[config.mk]
export PLATFORM = sky130hd
export DESIGN_NAME = integer_to_text_formatter
export DESIGN_NICKNAME = d
export VERILOG_FILES = /design/src/rtl/ittf_pkg.sv /design/src/rtl/ittf_ram.sv /design/src/rtl/ittf_digit_unit.sv /design/src/rtl/integer_to_text_formatter.sv
export SDC_FILE = /design/constraint.sdc
export NUM_CORES = 1
export LEC_CHECK = 0
export CELL_PAD_IN_SITES_DETAIL_PLACEMENT = 1
export CELL_PAD_IN_SITES_GLOBAL_PLACEMENT = 2
export CORE_UTILIZATION = 47
export DETAILED_ROUTE_END_ITERATION = 8
export DONT_BUFFER_PORTS = 1
export GPL_ROUTABILITY_DRIVEN = 0
export GPL_TIMING_DRIVEN = 0
export MAX_ROUTING_LAYER = met4
export PLACE_DENSITY_LB_ADDON = 0.1
export SETUP_SLACK_MARGIN = 0.3
export SLEW_MARGIN = 40
export SYNTH_ARGS = -nofsm -noshare
export SYNTH_HDL_FRONTEND = slang
export SYNTH_SLANG_ARGS = --single-unit
[constraint.sdc]
create_clock -name aclk -period 35.6 [get_ports aclk]
set_input_delay 3.56 -clock aclk [delete_from_list [all_inputs] [get_ports aclk]]
set_output_delay 3.56 -clock aclk [all_outputs]
set_load 0.02 [all_outputs]
[src/rtl/ittf_pkg.sv]
// ============================================================================
// ittf_pkg: shared definitions for the integer to text formatter
// Opcodes, character codes, buffer sizes, the digit unit control and status
// structs, and the digit to ASCII glyph function.
// ============================================================================
package ittf_pkg;

    localparam int MAX_FIELD_DEF = 64;

    localparam int BUF_DEPTH = 64;
    localparam int BUF_AW    = $clog2(BUF_DEPTH);
    localparam int DIGIT_W   = 4;
    localparam int CNT_W     = 7;
    localparam int VALUE_W   = 64;

    // Decimal long division retires this many dividend bits per cycle.
    localparam int DEC_BITS_PER_STEP = 8;
    localparam int DEC_STEPS         = VALUE_W / DEC_BITS_PER_STEP;
    localparam int DEC_PH_W          = $clog2(DEC_STEPS);

    localparam logic [2:0] OP_BIN   = 3'd0;
    localparam logic [2:0] OP_SDEC  = 3'd1;
    localparam logic [2:0] OP_OCT   = 3'd2;
    localparam logic [2:0] OP_UDEC  = 3'd3;
    localparam logic [2:0] OP_HEXL  = 3'd4;
    localparam logic [2:0] OP_HEXU  = 3'd5;

    localparam logic [7:0] CH_ZERO  = 8'h30;
    localparam logic [7:0] CH_UPPER = 8'h41;
    localparam logic [7:0] CH_LOWER = 8'h61;
    localparam logic [7:0] CH_MINUS = 8'h2D;
    localparam logic [7:0] CH_SPACE = 8'h20;

    typedef enum logic [1:0] {
        RADIX_2,
        RADIX_8,
        RADIX_10,
        RADIX_16
    } radix_t;

    typedef struct packed {
        logic   load;
        logic   step;
        radix_t radix;
    } digit_ctl_t;

    typedef struct packed {
        logic               done;
        logic [DIGIT_W-1:0] digit;
        logic               rest_zero;
    } digit_sts_t;

    function automatic logic [7:0] glyph(input logic [DIGIT_W-1:0] d, input logic upper);
        logic [7:0] d8;
        d8 = {4'b0000, d};
        if (d <= 4'd9) begin
            glyph = CH_ZERO + d8;
        end else if (upper) begin
            glyph = CH_UPPER + d8 - 8'd10;
        end else begin
            glyph = CH_LOWER + d8 - 8'd10;
        end
    endfunction

endpackage

[src/rtl/ittf_ram.sv]
// ============================================================================
// ittf_ram: generic simple dual-port RAM
// One write port and one read port with a registered, enabled read.
// ============================================================================
module ittf_ram #(
    parameter int WIDTH = 4,
    parameter int DEPTH = 64
) (
    input  logic                     aclk,
    input  logic                     wr_en,
    input  logic [$clog2(DEPTH)-1:0] wr_addr,
    input  logic [WIDTH-1:0]         wr_data,
    input  logic                     rd_en,
    input  logic [$clog2(DEPTH)-1:0] rd_addr,
    output logic [WIDTH-1:0]         rd_data
);

    logic [WIDTH-1:0] mem [DEPTH];
    logic [WIDTH-1:0] rd_data_reg;

    always_ff @(posedge aclk) begin
        if (wr_en) begin
            mem[wr_addr] <= wr_data;
        end
        if (rd_en) begin
            rd_data_reg <= mem[rd_addr];
        end
    end

    assign rd_data = rd_data_reg;

endmodule

[src/rtl/ittf_digit_unit.sv]
// ============================================================================
// ittf_digit_unit: shared digit extraction unit
// Peels off the least significant digit of the held value. Power of two
// radixes shift it out of the low bits; radix ten runs a restoring long
// division that retires DEC_BITS_PER_STEP bits per cycle.
// ============================================================================
module ittf_digit_unit
    import ittf_pkg::*;
(
    input  logic               aclk,
    input  logic               aresetn,
    input  digit_ctl_t         ctl,
    input  logic [VALUE_W-1:0] load_mag,
    output digit_sts_t         sts
);

    logic [VALUE_W-1:0]  work_reg, work_next;
    logic [DIGIT_W-1:0]  rem_reg, rem_next;
    logic [DEC_PH_W-1:0] phase_reg, phase_next;

    always_comb begin
        logic [DIGIT_W-1:0] r;
        logic [VALUE_W-1:0] w;
        logic [DIGIT_W:0]   t;

        r = rem_reg;
        w = work_reg;
        for (int i = 0; i < DEC_BITS_PER_STEP; i++) begin
            t = {r, w[VALUE_W-1]};
            w = {w[VALUE_W-2:0], 1'b0};
            if (t >= 5'd10) begin
                r    = DIGIT_W'(t - 5'd10);
                w[0] = 1'b1;
            end else begin
                r = t[DIGIT_W-1:0];
            end
        end

        work_next  = work_reg;
        rem_next   = rem_reg;
        phase_next = phase_reg;
        sts.done   = 1'b0;
        sts.digit  = '0;

        case (ctl.radix)
            RADIX_2: begin
                sts.digit = {3'b000, work_reg[0]};
                work_next = work_reg >> 1;
                sts.done  = 1'b1;
            end
            RADIX_8: begin
                sts.digit = {1'b0, work_reg[2:0]};
                work_next = work_reg >> 3;
                sts.done  = 1'b1;
            end
            RADIX_16: begin
                sts.digit = work_reg[3:0];
                work_next = work_reg >> 4;
                sts.done  = 1'b1;
            end
            RADIX_10: begin
                work_next  = w;
                sts.digit  = r;
                sts.done   = (phase_reg == DEC_PH_W'(DEC_STEPS - 1));
                rem_next   = sts.done ? '0 : r;
                phase_next = phase_reg + 1'b1;
            end
            default: begin
                sts.done = 1'b0;
            end
        endcase

        sts.rest_zero = (work_next == '0);
    end

    always_ff @(posedge aclk) begin
        if (!aresetn) begin
            phase_reg <= '0;
        end else if (ctl.load) begin
            phase_reg <= '0;
        end else if (ctl.step) begin
            phase_reg <= phase_next;
        end
    end

    always_ff @(posedge aclk) begin
        if (ctl.load) begin
            work_reg <= load_mag;
            rem_reg  <= '0;
        end else if (ctl.step) begin
            work_reg <= work_next;
            rem_reg  <= rem_next;
        end
    end

endmodule

[src/rtl/integer_to_text_formatter.sv]
// Sequence: accept, then digit conversion in the shared digit unit, then emission
//   of max(width, length) characters through a two-word pipeline, one character
//   per cycle while the output is not stalled by m_ready. A new word is accepted
//   only once ready returns, after the last character enters the pipeline. Reset
//   is synchronous, active low, and clears the sequencer and valid flags; the digit
//   RAM needs no clearing.
// ============================================================================
// integer_to_text_formatter: printf-style integer to ASCII converter
// Takes one integer with a numeric directive and emits the padded text, one
// character per output word, with last marking the end of the field.
// ============================================================================
module integer_to_text_formatter
    import ittf_pkg::*;
#(
    parameter int MAX_FIELD = MAX_FIELD_DEF
) (
    input  logic         aclk,
    input  logic         aresetn,

    input  logic         s_valid,
    output logic         s_ready,
    input  logic [2:0]   s_opcode,
    input  logic [63:0]  s_value,
    input  logic         s_is_long,
    input  logic [6:0]   s_field_width,
    input  logic         s_left_adjust,
    input  logic         s_zero_pad,

    output logic         m_valid,
    input  logic         m_ready,
    output logic [7:0]   m_char_out,
    output logic         m_last
);

    // The sequencer: idle, digit conversion, then character emission.
    typedef enum logic [2:0] {
        S_IDLE = 3'b001,
        S_CONV = 3'b010,
        S_EMIT = 3'b100
    } state_t;

    state_t state_reg, state_next;

    // Per-item settings captured when the word is accepted.
    logic             neg_reg;
    logic             upper_reg;
    radix_t           radix_reg;
    logic [CNT_W-1:0] fw_reg;
    logic             ladj_reg;
    logic             zpad_reg;

    // Digit count (digits written to the buffer) and emission index.
    logic [CNT_W-1:0] n_reg, n_next;
    logic [CNT_W-1:0] j_reg, j_next;

    // Middle pipeline stage: the character chosen, waiting on the RAM read.
    logic       b_valid_reg;
    logic       b_digit_reg;
    logic [7:0] b_lit_reg;
    logic       b_upper_reg;
    logic       b_last_reg;

    // Output register.
    logic       m_valid_reg;
    logic [7:0] m_char_reg;
    logic       m_last_reg;

    // ------------------------------------------------------------------------
    // Input decode. Unknown opcodes are accepted and produce no output.
    // ------------------------------------------------------------------------
    logic               acc;
    logic               op_ok;
    radix_t             radix_in;
    logic               upper_in;
    logic [VALUE_W-1:0] val_ext;
    logic               neg_in;
    logic [VALUE_W-1:0] mag_in;
    logic [CNT_W-1:0]   fw_sat;

    assign s_ready = (state_reg == S_IDLE);
    assign acc     = s_valid && s_ready;

    always_comb begin
        op_ok    = 1'b1;
        upper_in = 1'b0;
        radix_in = RADIX_10;
        case (s_opcode)
            OP_BIN:  radix_in = RADIX_2;
            OP_SDEC: radix_in = RADIX_10;
            OP_OCT:  radix_in = RADIX_8;
            OP_UDEC: radix_in = RADIX_10;
            OP_HEXL: radix_in = RADIX_16;
            OP_HEXU: begin
                radix_in = RADIX_16;
                upper_in = 1'b1;
            end
            default: op_ok = 1'b0;
        endcase
    end

    // A 32-bit value is sign extended only for signed decimal, otherwise
    // zero extended. The most negative value negates to its full magnitude.
    always_comb begin
        if (s_is_long) begin
            val_ext = s_value;
        end else if (s_opcode == OP_SDEC) begin
            val_ext = {{32{s_value[31]}}, s_value[31:0]};
        end else begin
            val_ext = {32'h0000_0000, s_value[31:0]};
        end
        neg_in = (s_opcode == OP_SDEC) && val_ext[VALUE_W-1];
        mag_in = neg_in ? (VALUE_W'(0) - val_ext) : val_ext;
        fw_sat = (s_field_width > CNT_W'(MAX_FIELD)) ? CNT_W'(MAX_FIELD) : s_field_width;
    end

    // ------------------------------------------------------------------------
    // Shared digit unit and digit buffer.
    // ------------------------------------------------------------------------
    digit_ctl_t         dctl;
    digit_sts_t         dsts;
    logic               conv_done;
    logic               wr_en;
    logic               adv;
    logic [CNT_W-1:0]   didx;
    logic [DIGIT_W-1:0] rd_data;

    assign dctl.load  = acc && op_ok;
    assign dctl.step  = (state_reg == S_CONV);
    assign dctl.radix = radix_reg;

    ittf_digit_unit u_digit (
        .aclk     (aclk),
        .aresetn  (aresetn),
        .ctl      (dctl),
        .load_mag (mag_in),
        .sts      (dsts)
    );

    assign wr_en     = (state_reg == S_CONV) && dsts.done;
    assign conv_done = wr_en && (dsts.rest_zero || (n_reg == CNT_W'(BUF_DEPTH - 1)));

    ittf_ram #(
        .WIDTH (DIGIT_W),
        .DEPTH (BUF_DEPTH)
    ) u_buf (
        .aclk    (aclk),
        .wr_en   (wr_en),
        .wr_addr (n_reg[BUF_AW-1:0]),
        .wr_data (dsts.digit),
        .rd_en   (adv),
        .rd_addr (didx[BUF_AW-1:0]),
        .rd_data (rd_data)
    );

    // ------------------------------------------------------------------------
    // Emission: pick the character for field position j. Digits are read
    // from the buffer most significant first.
    // ------------------------------------------------------------------------
    logic [CNT_W-1:0] len;
    logic [CNT_W-1:0] total;
    logic [CNT_W-1:0] pad;
    logic [CNT_W-1:0] neg_w;
    logic             sel_digit;
    logic [7:0]       sel_lit;
    logic             is_last;
    logic             issue;

    assign adv   = !m_valid_reg || m_ready;
    assign issue = (state_reg == S_EMIT) && adv;

    always_comb begin
        neg_w     = {{(CNT_W-1){1'b0}}, neg_reg};
        len       = n_reg + neg_w;
        total     = (fw_reg > len) ? fw_reg : len;
        pad       = total - len;
        is_last   = (j_reg == total - 1'b1);
        sel_digit = 1'b0;
        sel_lit   = CH_SPACE;
        didx      = total - 1'b1 - j_reg;
        if (ladj_reg) begin
            // Sign, digits, then trailing spaces.
            didx = len - 1'b1 - j_reg;
            if (neg_reg && (j_reg == '0)) begin
                sel_lit = CH_MINUS;
            end else if (j_reg < len) begin
                sel_digit = 1'b1;
            end else begin
                sel_lit = CH_SPACE;
            end
        end else if (zpad_reg) begin
            // Sign, leading zeros, then digits.
            if (neg_reg && (j_reg == '0)) begin
                sel_lit = CH_MINUS;
            end else if (j_reg < neg_w + pad) begin
                sel_lit = CH_ZERO;
            end else begin
                sel_digit = 1'b1;
            end
        end else begin
            // Leading spaces, sign, then digits.
            if (j_reg < pad) begin
                sel_lit = CH_SPACE;
            end else if (neg_reg && (j_reg == pad)) begin
                sel_lit = CH_MINUS;
            end else begin
                sel_digit = 1'b1;
            end
        end
    end

    // ------------------------------------------------------------------------
    // Sequencer.
    // ------------------------------------------------------------------------
    always_comb begin
        state_next = state_reg;
        n_next     = n_reg;
        j_next     = j_reg;
        case (state_reg)
            S_IDLE: begin
                if (acc && op_ok) begin
                    state_next = S_CONV;
                    n_next     = '0;
                end
            end
            S_CONV: begin
                if (wr_en) begin
                    n_next = n_reg + 1'b1;
                end
                if (conv_done) begin
                    state_next = S_EMIT;
                    j_next     = '0;
                end
            end
            S_EMIT: begin
                if (issue) begin
                    j_next = j_reg + 1'b1;
                    if (is_last) begin
                        state_next = S_IDLE;
                    end
                end
            end
            default: begin
                state_next = S_IDLE;
            end
        endcase
    end

    always_ff @(posedge aclk) begin
        if (!aresetn) begin
            state_reg   <= S_IDLE;
            n_reg       <= '0;
            j_reg       <= '0;
            b_valid_reg <= 1'b0;
            m_valid_reg <= 1'b0;
        end else begin
            state_reg <= state_next;
            n_reg     <= n_next;
            j_reg     <= j_next;
            if (adv) begin
                b_valid_reg <= issue;
                m_valid_reg <= b_valid_reg;
            end
        end
    end

    always_ff @(posedge aclk) begin
        if (acc) begin
            neg_reg   <= neg_in;
            upper_reg <= upper_in;
            radix_reg <= radix_in;
            fw_reg    <= fw_sat;
            ladj_reg  <= s_left_adjust;
            zpad_reg  <= s_zero_pad;
        end
        if (adv) begin
            b_digit_reg <= sel_digit;
            b_lit_reg   <= sel_lit;
            b_upper_reg <= upper_reg;
            b_last_reg  <= is_last;
            m_char_reg  <= b_digit_reg ? glyph(rd_data, b_upper_reg) : b_lit_reg;
            m_last_reg  <= b_last_reg;
        end
    end

    assign m_valid    = m_valid_reg;
    assign m_char_out = m_char_reg;
    assign m_last     = m_last_reg;

    // ------------------------------------------------------------------------
    // Assertions.
    // ------------------------------------------------------------------------

    // Every digit read during emission targets a buffer entry written for
    // this word.
    assert property (@(posedge aclk) disable iff (!aresetn)
        (issue && sel_digit) |-> (didx < n_reg))
        else $error("digit read beyond the converted digit count");

    // The digit count never runs past the buffer depth.
    assert property (@(posedge aclk) disable iff (!aresetn)
        (n_reg <= CNT_W'(BUF_DEPTH)))
        else $error("digit count exceeds buffer depth");

    // A word with a known conversion always starts digit conversion.
    assert property (@(posedge aclk) disable iff (!aresetn)
        (acc && op_ok) |=> (state_reg == S_CONV))
        else $error("accepted word did not start conversion");

    // Issuing the final character of a field returns the sequencer to idle.
    assert property (@(posedge aclk) disable iff (!aresetn)
        (issue && is_last) |=> (state_reg == S_IDLE))
        else $error("sequencer did not return to idle after the last character");

endmodule
# Word-level counts from Yosys, hierarchy flattened
# Memories as Yosys holds them, arrays and structs flattened. A register that Yosys moved wholly into a read port is not among the register bits.
# Index checks and enable logic that the tools add are counted.
dict set report totals {
  register_bits 123
  ramBits 256
  in_bits 81
  out_inout_bits 11
  memories 1
}
dict set report op_classes {
  add_sub_neg 24
  order_cmp 14
  eq_ne 20
  muxes 60
  bitwise 1
  n_reduce_logical 25
}
# memory words width rd rd_ports_with_merged_regs write_ports line_no
set memory_table {}
lappend memory_table {u_buf.mem 64 4 1 1 1 ittf_ram.sv:18} ;# logic [WIDTH-1:0] mem [DEPTH];
# op n
set op_table {}
lappend op_table {{$mux 64} 5}
lappend op_table {{$pmux 64 s4} 1}
lappend op_table {{$logic_not 64->1} 1}
lappend op_table {{$sub 1x64->64 const A} 1}
lappend op_table {{$mux 4} 12}
lappend op_table {{$ge 5x4->1 const B} 8}
lappend op_table {{$mux 8} 5}
lappend op_table {{$mux 7} 5}
lappend op_table {{$sub 4x4->4 const B} 8}
lappend op_table {{$pmux 7 s2} 2}
lappend op_table {{$lt 7x7->1} 3}
lappend op_table {{$mux 1} 20}
lappend op_table {{$pmux 5 s4} 1}
lappend op_table {{$add 7x4->8 const A} 2}
lappend op_table {{$sub 8x4->8 const B} 2}
lappend op_table {{$add 7x1->7 const B} 2}
lappend op_table {{$eq 7x7->1} 2}
lappend op_table {{$eq 3x3->1 const B} 4}
lappend op_table {{$mux 3} 4}
lappend op_table {{$sub 6x6->6} 2}
lappend op_table {{$mux 5} 2}
lappend op_table {{$eq 3x2->1 const B} 3}
lappend op_table {{$pmux 3 s3} 1}
lappend op_table {{$logic_and 1x1->1} 8}
lappend op_table {{30 further kinds} 40}

# Longest topological paths before layout
dict set report depth {
  depth_word 22
  mapped_depth 51
  mapped_depth_nobuf 48
}

# Cells and area by module
# A second synthesis with hierarchy kept.
dict set report hier_totals {
  hier_cells 1749
  area_unflattened_um2 22116.2
}
# mod n_inst cells_per_inst area_per_inst_um2 seq_area_each_um2
set modules_own_cells {}
lappend modules_own_cells {ittf_ram 1 521 10447.5 7807.5}
lappend modules_own_cells {ittf_digit_unit 1 514 6098.3 2062.0}
lappend modules_own_cells {integer_to_text_formatter 1 714 5570.3 1161.1}

# Worst setup path before layout
# OpenSTA, ideal clock, no wires.
dict set report synth_timing {
  kind {reg-to-reg}
  start {reg u_digit.rem_reg[0]}
  end {mem u_buf.mem[0][2], data pin}
  arrival_time_ns 11.085
  setup_slack_ns 23.813
  stages_incl_launch_ff 49
  path_buffers 2
  synth_period_minus_slack_ns 11.787
  path_cell_list {dfxtp_1 buf_6 inv_1 ha_1 buf_2 nor2b_1 nor2_1 o21bai_1 inv_1 ha_1 inv_1 nand3_1 a22oi_1 ha_1 nor2_1 a21oi_1 o221ai_1 a21boi_2 (+13 left out) inv_1 o31a_1 a311o_1 and2_1 ha_1 inv_1 a41oi_2 o21ai_0 xnor2_1 inv_1 ha_1 o31ai_1 nand4_1 a31o_2 a22o_1 mux2i_1 o21ai_0 o21ai_0}
}
# element line_no
set synth_rtl {}
lappend synth_rtl {{from (decl)} ittf_digit_unit.sv:18} ;# logic [DIGIT_W-1:0] rem_reg, rem_next;
lappend synth_rtl {{from (signal assigned)} ittf_digit_unit.sv:92} ;# rem_reg <= rem_next;
lappend synth_rtl {{to (decl)} ittf_ram.sv:18}

==> run metrics <==
crit path kind register to register; crit-path max cell delay 0.57 ns; routed length per instance 26.0 um; cell taking the most area after synthesis edfxtp_1; Setup-failing EPs final 0; asr flop ratio synth 0; Setup TNS Final 0 ns; Placement Cell Area 0.0228 mm^2; Max Fclk 0.0864 GHz; CORE AREA 0.0456 mm^2; Hold Violations, Final 0; power per cell area 62.7 mW/mm^2; max cap viols 0; Slew @ Worst Pin 0.929 ns; post-cts sizing count 0; Pint 0.960 mW; most frequent cell on the critical path ha_1; crit end category register; register area share after synthesis 0.506; Die ar. 0.0473 mm^2; All-Layer GR Usage 0.313; Die W 217 um; Pre-antenna DRT Iters 5; nature of the critical path startpoint register; max FFs per register 256; Syn Area/Cell 10.6 um^2; CTS Sinks 376; vias 17300; post-CTS setup repair buffer count 0; most frequent cells after synthesis edfxtp_1 (350), nand2_1 (227), nor2_1 (210); vias in the first global route 18100; H-tree depth 2; CTS tree yes; Lkg Pwr 8.01 nW; Crit path required time 36.04 ns; grt ovf 0; Post-Synthesis Cell Area 0.0218 mm^2; register area 0.0110 mm^2; power share of the clock group 0.277; slew margin rel. 0.381; Antenna Nets Post-Route 0; hold buffer count at CTS 0; Syn Inst Count 2052; sequential share of power 0.382; final WL 71.2 mm; Area growth, synth to finish 10.4%; dpl hpwl 53.3 mm; IO buf count 0; Unique masters post-synth 94; status completed; initial antenna violation count 1; syn nets 2199; drt drc 0; min-delay worst type register to register; register bit total from synthesis 376; switch share 0.364; share of cells above drive strength 1 0.0824; Num CTS Buffers 42; Max VDD drop 0.0351 mV; Via density 6.33; min Tclk post-route 11.58 ns; CP max-delay cell or4_4; Clock Skews 0.0316 ns; CP max FO 17; Yosys top cell area share 0.482; post-layout util 0.528; filler cell count 4890; Post-synth EDFFs 350; global-route wire length before repair 108 mm; top post-synthesis cells by area edfxtp_1 (48%), mux4_2 (5.7%), nand2_1 (3.9%), a21oi_1 (3.7%), ha_1 (3.6%); unrepaired setup endpoints after global routing false; Main synth FF type edfxtp_1; largest net degree at the start of global routing 49; top-count cell post-synth edfxtp_1; Final Slew Violations 0; Root Driver clkbuf_16; Net Sw Power 0.549 mW; number of warning messages in the yosys log 0; dpl ws 24.14 ns; Clock Path Buffers 3; clk_lat worst skew 0.59 ns; CTS clk-pin slew, worst paths 0.06 ns; die height 217 um; Rows 78; num ports 92; fin crit share 0.325; final layout net count 2251; Post-Layout Inst Area 0.0241 mm^2; Starting Density 0.478; area occupied by multi-input gates 0.0101 mm^2; Comb pwr share 0.342; DRC marker count from the first detailed-route iteration 1448; Critical Path AT 12.01 ns; slack of the critical path 24.02 ns
==> layout by cell type, fill, tap and decap left out, types with 16 or more instances in the layout <==
cell	count
a211oi_1	97
a21oi_1	163
a311oi_1	34
a31oi_1	48
and2_1	68
clkbuf_1	115
clkbuf_16	42
dfxtp_1	26
edfxtp_1	350
ha_1	63
inv_1	56
mux4_2	55
nand2_1	225
nand3_1	40
nand4_1	16
nor2_1	210
nor2b_1	17
nor3_1	29
nor4_1	17
o21ai_0	79
o31ai_1	20
or3_1	16
xnor2_1	52
xor2_1	36
==> cell families (layout without fill, tap and decap cells) <==
kind of cell,count (synthesis),count (layout),share of synthesized area
multiplexers,70,70,0.0638
buffers and inverters,190,273,0.0339
adder cells (fa/ha/maj),66,66,0.0389
flip-flops,376,376,0.506
AO/OA/AOI/OAI,545,545,0.165
AND/OR/NAND/NOR,715,715,0.156
XOR/XNOR,89,89,0.0361
other,1,5,0.000172
==> power by group through the flow <==
stage               clock network (mW)  logic [mW]  registers (mW)
global route                     0.435       0.559           0.577
global placement                     0       0.470           0.596
floorplan                            0       0.325           0.578
CTS                              0.421       0.514           0.575
finish                           0.417       0.516           0.576
detailed placement                   0       0.509           0.584
==> area by class of cell <==
type	instances	area share
clock buffer	51	0.0455
multi-input combinational	1486	0.419
tap	600	0.0312
buffer	133	0.0221
antenna	4	0.000416
sequential	376	0.458
timing repair buffer	8	0.00618
clock inverter	24	0.00868
inverter	57	0.00888
==> routing by layer <==
layer / global-route usage / up-vias / part of all wire
li1: - / 7856 / -
met1: 0.372 / 8673 / 0.40
met2: 0.526 / 652 / 0.50
met3: 0.0430 / 149 / 0.055
met4: 0.144 / 0 / 0.046
met5: - / - / 0
==> worst max-delay path: cells and delay by family, from the launching register on <==
| family | cells | cell delay, ns |
|---|---|---|
| compound gates | 16 | 3.97 |
| xor+xnor | 3 | 0.71 |
| fa+ha+maj | 8 | 2.16 |
| buf+inv | 11 | 1.56 |
| flops | 1 | 0.34 |
| mux | 2 | 0.49 |
| simple gates | 10 | 2.17 |
==> through the flow <==
step	std cells	hold WS (ns)	power, mW
3_3_place_gp	2652	0.401	1.07
3_5_place_dp	2660	0.432	1.09
2_1_floorplan	2052	0.400	0.902
4_1_cts	2735	0.446	1.51
6_report	2739	0.443	1.51
5_1_grt	2739	0.455	1.57
==> worst paths after layout <==
kind / start / to / slack [ns] / cells after the start
worst min-delay path: b_last_reg / m_last / 0.44 / 0
worst min register to register: b_last_reg / m_last / 0.44 / 0
worst max register to register: u_digit.rem_reg[0] / u_buf.mem[34][2] / 24.02 / 50
worst max-delay path: u_digit.rem_reg[0] / u_buf.mem[34][2] / 24.02 / 50
Power figures use the tool's default switching activity.
